## config.mk

```make
export PLATFORM = sky130hd
export DESIGN_NAME = base64_stream_decoder
export DESIGN_NICKNAME = d
export VERILOG_FILES = /design/src/rtl/b64d_pkg.sv /design/src/rtl/b64d_front.sv /design/src/rtl/b64d_queue.sv /design/src/rtl/b64d_back.sv /design/src/rtl/base64_stream_decoder.sv
export SDC_FILE = /design/constraint.sdc
export NUM_CORES = 1
export LEC_CHECK = 0
export ABC_AREA = 1
export BUFFER_PORTS_ARGS = -buffer_cell sky130_fd_sc_hd__buf_2
export CELL_PAD_IN_SITES_DETAIL_PLACEMENT = 1
export CELL_PAD_IN_SITES_GLOBAL_PLACEMENT = 1
export CORE_ASPECT_RATIO = 0.9
export CORE_MARGIN = 3
export CORE_UTILIZATION = 50
export DETAILED_ROUTE_END_ITERATION = 16
export PLACE_DENSITY = 0.86
export RECOVER_POWER = 50
export SLEW_MARGIN = 20
export SYNTH_ARGS = -nofsm -noshare
export SYNTH_HDL_FRONTEND = slang
export SYNTH_HIERARCHICAL = 1
export SYNTH_SLANG_ARGS = --single-unit
```

## constraint.sdc

```tcl
create_clock -name clk_i -period 7.2 [get_ports clk_i]
set_input_delay 0.36 -clock clk_i [delete_from_list [all_inputs] [get_ports clk_i]]
set_output_delay 0.36 -clock clk_i [all_outputs]
set_load 0.005 [all_outputs]
```

## src/rtl/b64d_pkg.sv

```systemverilog
// ----------------------------------------------------------------------------
// b64d_pkg
// Shared types and constants for the base64 stream decoder.
// ----------------------------------------------------------------------------
package b64d_pkg;

  localparam int unsigned COUNT_BITS_DEFAULT = 28;
  localparam int unsigned LIMIT_W            = 28;
  localparam int unsigned QUEUE_DEPTH        = 2;

  localparam logic [LIMIT_W-1:0] LIMIT_RESET = LIMIT_W'(134217728);

  localparam logic [5:0] SEXTET_PLUS  = 6'd62;
  localparam logic [5:0] SEXTET_SLASH = 6'd63;
  localparam logic [7:0] CHAR_PAD     = 8'h3D;

  typedef enum logic [1:0] {
    STATUS_OK    = 2'd0,
    STATUS_BYTES = 2'd1,
    STATUS_CHARS = 2'd2
  } status_e;

  typedef enum logic [1:0] {
    KIND_SKIP = 2'd0,
    KIND_PAD  = 2'd1,
    KIND_DATA = 2'd2
  } kind_e;

  typedef struct packed {
    kind_e      kind;
    logic [5:0] sextet;
    logic       last;
    logic       enc_over;
  } entry_t;

endpackage

```

## src/rtl/b64d_front.sv

```systemverilog
// ----------------------------------------------------------------------------
// b64d_front
// Classifies each character and counts characters against the encoded limit.
// ----------------------------------------------------------------------------
module b64d_front #(
  parameter int unsigned COUNT_BITS = b64d_pkg::COUNT_BITS_DEFAULT
) (
  input  logic                          clk_i,
  input  logic                          rst_ni,
  input  logic                          cfg_we_i,
  input  logic [b64d_pkg::LIMIT_W-1:0]  cfg_wdata_i,
  input  logic                          in_valid_i,
  input  logic [7:0]                    symbol_i,
  input  logic                          message_end_i,
  input  logic                          full_i,
  output logic                          push_o,
  output b64d_pkg::entry_t              entry_o
);

  localparam int unsigned ENC_W = b64d_pkg::LIMIT_W + 3;
  localparam int unsigned CMP_W = (COUNT_BITS + 2 > ENC_W) ? COUNT_BITS + 2 : ENC_W;
  localparam logic [ENC_W-1:0] ENC_RESET =
    {b64d_pkg::LIMIT_RESET, 2'b00} + ENC_W'(12);

  logic [COUNT_BITS-1:0] cnt_q, cnt_d, cnt_next;
  logic [ENC_W-1:0]      enc_lim_q;
  logic [CMP_W-1:0]      cnt_x3;
  logic [5:0]            sextet;
  logic                  is_alpha;

  // 4L+12 is kept so the check 3*count > 4L+12 matches count > floor(4L/3)+4
  always_ff @(posedge clk_i or negedge rst_ni) begin
    if (!rst_ni) begin
      enc_lim_q <= ENC_RESET;
    end else if (cfg_we_i) begin
      enc_lim_q <= {cfg_wdata_i, 2'b00} + ENC_W'(12);
    end
  end

  always_comb begin
    sextet   = 6'd0;
    is_alpha = 1'b1;
    if (symbol_i >= 8'h41 && symbol_i <= 8'h5A) begin
      sextet = 6'(symbol_i - 8'h41);
    end else if (symbol_i >= 8'h61 && symbol_i <= 8'h7A) begin
      sextet = 6'(symbol_i - 8'h47);
    end else if (symbol_i >= 8'h30 && symbol_i <= 8'h39) begin
      sextet = 6'(symbol_i + 8'h04);
    end else if (symbol_i == 8'h2B) begin
      sextet = b64d_pkg::SEXTET_PLUS;
    end else if (symbol_i == 8'h2F) begin
      sextet = b64d_pkg::SEXTET_SLASH;
    end else begin
      is_alpha = 1'b0;
    end
  end

  always_comb begin
    cnt_next = (cnt_q == '1) ? cnt_q : cnt_q + COUNT_BITS'(1);
    cnt_x3   = CMP_W'(cnt_next) + (CMP_W'(cnt_next) << 1);
    push_o   = in_valid_i && !full_i;

    entry_o.sextet   = sextet;
    entry_o.last     = message_end_i;
    entry_o.enc_over = cnt_x3 > CMP_W'(enc_lim_q);
    if (symbol_i == b64d_pkg::CHAR_PAD) begin
      entry_o.kind = b64d_pkg::KIND_PAD;
    end else if (is_alpha) begin
      entry_o.kind = b64d_pkg::KIND_DATA;
    end else begin
      entry_o.kind = b64d_pkg::KIND_SKIP;
    end

    cnt_d = cnt_q;
    if (push_o) begin
      cnt_d = message_end_i ? '0 : cnt_next;
    end
  end

  always_ff @(posedge clk_i or negedge rst_ni) begin
    if (!rst_ni) begin
      cnt_q <= '0;
    end else begin
      cnt_q <= cnt_d;
    end
  end

endmodule

```

## src/rtl/b64d_queue.sv

```systemverilog
// ----------------------------------------------------------------------------
// b64d_queue
// Short FIFO of classified words between the front and back ends.
// ----------------------------------------------------------------------------
module b64d_queue #(
  parameter int unsigned DEPTH = b64d_pkg::QUEUE_DEPTH
) (
  input  logic             clk_i,
  input  logic             rst_ni,
  input  logic             push_i,
  input  b64d_pkg::entry_t entry_i,
  input  logic             pop_i,
  output logic             full_o,
  output logic             head_valid_o,
  output b64d_pkg::entry_t head_o
);

  localparam int unsigned PTR_W = (DEPTH > 1) ? $clog2(DEPTH) : 1;
  localparam int unsigned CNT_W = $clog2(DEPTH + 1);

  b64d_pkg::entry_t mem_q [DEPTH];
  logic [PTR_W-1:0] wr_ptr_q, wr_ptr_d, rd_ptr_q, rd_ptr_d;
  logic [CNT_W-1:0] cnt_q, cnt_d;

  assign full_o       = cnt_q == CNT_W'(DEPTH);
  assign head_valid_o = cnt_q != '0;
  assign head_o       = mem_q[rd_ptr_q];

  always_comb begin
    wr_ptr_d = wr_ptr_q;
    rd_ptr_d = rd_ptr_q;
    cnt_d    = cnt_q;
    if (push_i) begin
      wr_ptr_d = (wr_ptr_q == PTR_W'(DEPTH - 1)) ? '0 : wr_ptr_q + PTR_W'(1);
    end
    if (pop_i) begin
      rd_ptr_d = (rd_ptr_q == PTR_W'(DEPTH - 1)) ? '0 : rd_ptr_q + PTR_W'(1);
    end
    if (push_i && !pop_i) begin
      cnt_d = cnt_q + CNT_W'(1);
    end else if (pop_i && !push_i) begin
      cnt_d = cnt_q - CNT_W'(1);
    end
  end

  always_ff @(posedge clk_i) begin
    if (push_i) begin
      mem_q[wr_ptr_q] <= entry_i;
    end
  end

  always_ff @(posedge clk_i or negedge rst_ni) begin
    if (!rst_ni) begin
      wr_ptr_q <= '0;
      rd_ptr_q <= '0;
      cnt_q    <= '0;
    end else begin
      wr_ptr_q <= wr_ptr_d;
      rd_ptr_q <= rd_ptr_d;
      cnt_q    <= cnt_d;
    end
  end

endmodule

```

## src/rtl/b64d_back.sv

```systemverilog
// ----------------------------------------------------------------------------
// b64d_back
// Bit accumulator, byte limit check and registered result word.
// ----------------------------------------------------------------------------
module b64d_back #(
  parameter int unsigned COUNT_BITS = b64d_pkg::COUNT_BITS_DEFAULT
) (
  input  logic                          clk_i,
  input  logic                          rst_ni,
  input  logic                          cfg_we_i,
  input  logic [b64d_pkg::LIMIT_W-1:0]  cfg_wdata_i,
  input  logic                          head_valid_i,
  input  b64d_pkg::entry_t              head_i,
  output logic                          pop_o,
  output logic                          out_valid_o,
  input  logic                          out_stall_i,
  output logic [7:0]                    data_byte_o,
  output logic                          byte_valid_o,
  output logic                          last_o,
  output logic [1:0]                    status_o
);

  localparam int unsigned BC_W =
    (COUNT_BITS > b64d_pkg::LIMIT_W) ? COUNT_BITS : b64d_pkg::LIMIT_W;

  logic [b64d_pkg::LIMIT_W-1:0] limit_q;
  logic [11:0]           acc_q, acc_d;
  logic [3:0]            pend_q, pend_d, pend_sum;
  logic                  pad_q, pad_d;
  logic [COUNT_BITS-1:0] bc_q, bc_d;
  b64d_pkg::status_e     err_q, err_d;

  logic                  go, emit;
  logic [7:0]            dec_byte;

  logic                  out_valid_q, out_valid_d;
  logic [7:0]            data_q;
  logic                  bvalid_q, last_q;
  b64d_pkg::status_e     status_q;

  always_ff @(posedge clk_i or negedge rst_ni) begin
    if (!rst_ni) begin
      limit_q <= b64d_pkg::LIMIT_RESET;
    end else if (cfg_we_i) begin
      limit_q <= cfg_wdata_i;
    end
  end

  always_comb begin
    go       = head_valid_i && (!out_valid_q || !out_stall_i);
    pop_o    = go;
    acc_d    = acc_q;
    pend_d   = pend_q;
    pad_d    = pad_q;
    bc_d     = bc_q;
    err_d    = head_i.enc_over ? b64d_pkg::STATUS_CHARS : err_q;
    emit     = 1'b0;
    dec_byte = 8'd0;
    pend_sum = pend_q + 4'd6;

    if (err_d == b64d_pkg::STATUS_OK && !pad_q) begin
      case (head_i.kind)
        b64d_pkg::KIND_PAD: begin
          pad_d = 1'b1;
        end
        b64d_pkg::KIND_DATA: begin
          acc_d  = {acc_q[5:0], head_i.sextet};
          pend_d = pend_sum;
          if (pend_sum >= 4'd8) begin
            pend_d = pend_sum - 4'd8;
            if (BC_W'(bc_q) >= BC_W'(limit_q)) begin
              err_d = b64d_pkg::STATUS_BYTES;
            end else begin
              bc_d     = (bc_q == '1) ? bc_q : bc_q + COUNT_BITS'(1);
              emit     = 1'b1;
              dec_byte = 8'(acc_d >> (pend_sum - 4'd8));
            end
          end
        end
        default: begin
        end
      endcase
    end

    if (head_i.last) begin
      acc_d  = '0;
      pend_d = '0;
      pad_d  = 1'b0;
      bc_d   = '0;
      err_d  = b64d_pkg::STATUS_OK;
    end

    out_valid_d = out_valid_q;
    if (go) begin
      out_valid_d = emit || head_i.last;
    end else if (!out_stall_i) begin
      out_valid_d = 1'b0;
    end
  end

  always_ff @(posedge clk_i or negedge rst_ni) begin
    if (!rst_ni) begin
      acc_q       <= '0;
      pend_q      <= '0;
      pad_q       <= 1'b0;
      bc_q        <= '0;
      err_q       <= b64d_pkg::STATUS_OK;
      out_valid_q <= 1'b0;
    end else begin
      out_valid_q <= out_valid_d;
      if (go) begin
        acc_q  <= acc_d;
        pend_q <= pend_d;
        pad_q  <= pad_d;
        bc_q   <= bc_d;
        err_q  <= err_d;
      end
    end
  end

  // status reported is the code after this word's update, before clearing
  always_ff @(posedge clk_i) begin
    if (go && (emit || head_i.last)) begin
      data_q   <= dec_byte;
      bvalid_q <= emit;
      last_q   <= head_i.last;
      if (!head_i.last) begin
        status_q <= b64d_pkg::STATUS_OK;
      end else if (head_i.enc_over) begin
        status_q <= b64d_pkg::STATUS_CHARS;
      end else if (err_q != b64d_pkg::STATUS_OK) begin
        status_q <= err_q;
      end else if (head_i.kind == b64d_pkg::KIND_DATA && !pad_q && pend_sum >= 4'd8 &&
                   BC_W'(bc_q) >= BC_W'(limit_q)) begin
        status_q <= b64d_pkg::STATUS_BYTES;
      end else begin
        status_q <= b64d_pkg::STATUS_OK;
      end
    end
  end

  assign out_valid_o  = out_valid_q;
  assign data_byte_o  = data_q;
  assign byte_valid_o = bvalid_q;
  assign last_o       = last_q;
  assign status_o     = status_q;

endmodule

```

## src/rtl/base64_stream_decoder.sv

```systemverilog
// ----------------------------------------------------------------------------
// base64_stream_decoder
// Streaming base64 decoder with per-message character and byte limits.
// ----------------------------------------------------------------------------
// One character is accepted per cycle, sustained; the queue entry and the
// back-end output register lie between a character and its result word.
// The back end updates accumulator and limits and takes one queued word
// per cycle while its output is not held stalled. The input stalls only
// when the two-entry queue is full, which happens while the output is held
// stalled. Bytes beyond byte_limit are dropped and the error is reported
// in status on the last word of the message; all message state then clears.
module base64_stream_decoder #(
  parameter int unsigned COUNT_BITS = b64d_pkg::COUNT_BITS_DEFAULT
) (
  input  logic                          clk_i,
  input  logic                          rst_ni,
  input  logic                          cfg_we_i,
  input  logic [b64d_pkg::LIMIT_W-1:0]  cfg_wdata_i,
  input  logic                          in_valid_i,
  output logic                          in_stall_o,
  input  logic [7:0]                    symbol_i,
  input  logic                          message_end_i,
  output logic                          out_valid_o,
  input  logic                          out_stall_i,
  output logic [7:0]                    data_byte_o,
  output logic                          byte_valid_o,
  output logic                          last_o,
  output logic [1:0]                    status_o
);

  logic             push, pop, full, head_valid;
  b64d_pkg::entry_t entry, head;

  assign in_stall_o = full;

  b64d_front #(
    .COUNT_BITS (COUNT_BITS)
  ) u_front (
    .clk_i         (clk_i),
    .rst_ni        (rst_ni),
    .cfg_we_i      (cfg_we_i),
    .cfg_wdata_i   (cfg_wdata_i),
    .in_valid_i    (in_valid_i),
    .symbol_i      (symbol_i),
    .message_end_i (message_end_i),
    .full_i        (full),
    .push_o        (push),
    .entry_o       (entry)
  );

  b64d_queue #(
    .DEPTH (b64d_pkg::QUEUE_DEPTH)
  ) u_queue (
    .clk_i        (clk_i),
    .rst_ni       (rst_ni),
    .push_i       (push),
    .entry_i      (entry),
    .pop_i        (pop),
    .full_o       (full),
    .head_valid_o (head_valid),
    .head_o       (head)
  );

  b64d_back #(
    .COUNT_BITS (COUNT_BITS)
  ) u_back (
    .clk_i        (clk_i),
    .rst_ni       (rst_ni),
    .cfg_we_i     (cfg_we_i),
    .cfg_wdata_i  (cfg_wdata_i),
    .head_valid_i (head_valid),
    .head_i       (head),
    .pop_o        (pop),
    .out_valid_o  (out_valid_o),
    .out_stall_i  (out_stall_i),
    .data_byte_o  (data_byte_o),
    .byte_valid_o (byte_valid_o),
    .last_o       (last_o),
    .status_o     (status_o)
  );

endmodule

```

==> flow_summary.toml <==
[clock_network]
cts_buffers = 17
cts_root_buffer = "clkbuf_16"
tritoncts = "done"
cts_sinks = 162
clock_latency_ns = 0.44
clockBufferDepth = 2
cts.hold.buffers_added = 1
path_clk_slew_ns = 0.08
ctsResizeCount = 0
htree_levels = 4
cts_setup_buffers = 0

[finish]
n_fill_cell = 3225
final_common_cell = "nand2_1"
final_nets = 1918
final_cell_mix = "444 x nand2_1, 229 x inv_1, 169 x nor2_1"
seq_area_um2 = 4219
drive_above_1_share_pct = 8.924
num_antenna_cells = 0
multi_input_area_um2 = 7261
area_growth_pct = 8.517

[synthesis]
synthCells = 1738
syn_avg_cell_area_um2 = 7.261
synth_xor_area_share_pct = 5.899
synth.area.top_cells = "dfrtp_1 25%, nand2_1 13%, ha_1 9.5%"
synthSimpleGateAreaFrac_pct = 29.63
synth_cell_types = 64
synth_top_family_by_area = "simple AND/OR/NAND/NOR gates"
ys_seq_area_share_pct = 33.43
yosysTopAreaCellShare_pct = 24.99
ys_seq_elements = 162
synth_area_leader_cell = "dfrtp_1"
synth_nets = 1876
synth_compound_area_share_pct = 11.19
ys.flop_type = "dfrtp_1"
synth_fa_ha_area_share_pct = 9.518
syn-cell-area_um2 = 12620
synth.area.mux_share_pct = 1.329
ys_async_sr_fraction_pct = 80.25
synth_warnings = 6
synth-edff-count = 32

[setup_path]
critPathSlowestCell = "dfrtp_1"
cp_max_fo = 9
crit_arrival_ns = 5.48
cp-end-kind = "flip-flop"
slowest_delay_ns = 0.49
required_ns = 7.38
cp_top_family = "simple AND/OR/NAND/NOR gates"
path_buf_inv = 4
start_kind = "flip-flop"
critical_path_class = "reg2reg"
crit_top_cell = "nand2_1"

[placed_design]
gp_congestion = 0.8973
io_buffer_count = 55
hpwl_um = 29890

[global_route]
grt_max_degree = 91
grt_usage_pct = 29.59
grt_pass1_vias = 12570
antenna_found_initial = 0
grt_overflow = 0
grt_pass1_wl_um = 65020

[pwr]
pwr_density_cell_nw_per_um2 = 229.0
p_leak_nw = 6.711
vdd_drop_max_mv = 0.1277
finalPower_mw = 3.136

[worst_hold_path]
min_path_type = "in2reg"

[routing]
first_iter_violations = 696
post_drt_via_cell_ratio = 5.597
routed_wl_um = 39440
antenna_left = 0
wl_per_cell_um = 18.53
first_pass_iters = 5
vias = 11920
drc_errors = 0

[run_status]
violations = "max-capacitance violations, max-slew violations"
status = "finished with violations"

[timing]
worst_slew_pin_slew_ns = 4.030
timing.final.crit_share_pct = 73.72
fmaxAchievable_ghz = 0.1884
hold_viol = 0
fin_tns_setup_ns = 0
layout_min_cycle_time_ns = 5.308
relSlewSlack_pct = -168.7
finalSetupViolations = 0
clock_skew_ns = 0.01323
rsz0062_at_grt = "no"
drv_slew = 251

[die]
rows = 54
ios = 56
die_y_um = 156.7
die-width_um = 173.5
coreArea_um2 = 24530
die-area_um2 = 27180
initial_core_util_pct = 51.45

[job]
maxCapViolCount = 4
-- layout make-up --
type	instances	area share, %
sequential	162	30.81
tap	336	3.070
clock buffer	18	3.134
inverter	249	6.825
timing repair buffer	60	2.101
clock inverter	14	1.042
multi-input combinational	1290	53.02
-- cells by family (layout without fill, tap and decap cells) --
| group | after synthesis | in the layout |
|---|---|---|
| simple gates | 849 | 849 |
| xor+xnor | 85 | 85 |
| fa+ha+maj | 96 | 96 |
| compound gates | 248 | 248 |
| flops | 162 | 162 |
| mux | 12 | 12 |
| buf+inv | 286 | 341 |
-- flip-flops by register name (all words and copies together), names as in the netlist, 2 cells and up --
register	count
u_queue/mem_q	20
u_queue/cnt_q	2
u_back/limit_q	28
u_back/acc_q	6
u_back/pend_q	3
u_front/cnt_q	28
u_back/status_o	2
u_back/data_byte_o	8
u_front/enc_lim_q	29
u_back/bc_q	28
u_back/err_q	2
-- where the power goes --
part | internal [mW] | leakage (nW) | switching [mW]
Combinational | 0.304 | 4.44 | 0.713
Sequential | 1.09 | 1.99 | 0.0981
Clock | 0.490 | 0.278 | 0.441
-- synth_stat cells, drive strengths merged (2+ instances only) --
library cell  number
nand4             30
a21oi             70
o21ai            116
xor2              68
buf               13
nor2             181
edfxtp            32
dfstp              4
o41ai              2
nand3            118
o21bai             3
dfrtp            126
nor3b              7
nor4              10
nand2            465
or3                2
inv              248
o2111ai            2
a21o               2
o22ai             25
o21a               6
o211ai             6
a31oi              3
mux2              11
nor3              25
clkbuf            24
a22o               2
xnor2             17
or2                2
a211oi             3
ha                96
nand3b             6
-- routing by layer --
layer | up-vias | global-route usage (%) | part of all wire, %
met5 | - | 0 | 0
met4 | 0 | 11.46 | 3.5
met3 | 86 | 4.367 | 3.7
met2 | 239 | 48.99 | 46
met1 | 5819 | 39.44 | 46
li1 | 5773 | - | -
-- worst register-to-register path: cells and delay by family, from the launching register on --
kind | cells | cell delay (ns)
buf+inv | 4 | 0.34
flops | 1 | 0.49
simple gates | 15 | 1.83
fa+ha+maj | 3 | 0.93
xor+xnor | 1 | 0.20
compound gates | 6 | 1.23
-- metrics by stage --
step / hold slack [ns] / utilization, % / cell area (um^2) / setup WS [ns] / cells
6_report: 0.1636 / 55.84 / 13690 / 1.892 / 2129
2_1_floorplan: 0.06441 / - / 12620 / 2.883 / 1738
5_1_grt: 0.1771 / 55.84 / 13690 / 1.230 / 2129
3_3_place_gp: 0.4280 / 53.63 / 13150 / 2.167 / 2096
3_5_place_dp: 0.4262 / 53.63 / 13150 / 1.930 / 2096
4_1_cts: 0.1452 / 56.00 / 13730 / 1.894 / 2129
-- final timing paths --
check,startpoint,to,slack (ns),cells past startpoint
max reg2reg,u_front/cnt_q[0],u_queue/mem_q[1][0],1.89,29
min reg2reg,u_queue/wr_ptr_q,u_queue/wr_ptr_q,0.50,1
min,cfg_wdata_i[0],u_front/enc_lim_q[2],0.16,2
min in group asynchronous,rst_ni,u_front/enc_lim_q[8],1.86,2
max in group asynchronous,rst_ni,u_back/out_valid_o,2.23,3
max,u_front/cnt_q[0],u_queue/mem_q[1][0],1.89,29
(Power assumes the default switching activity.)
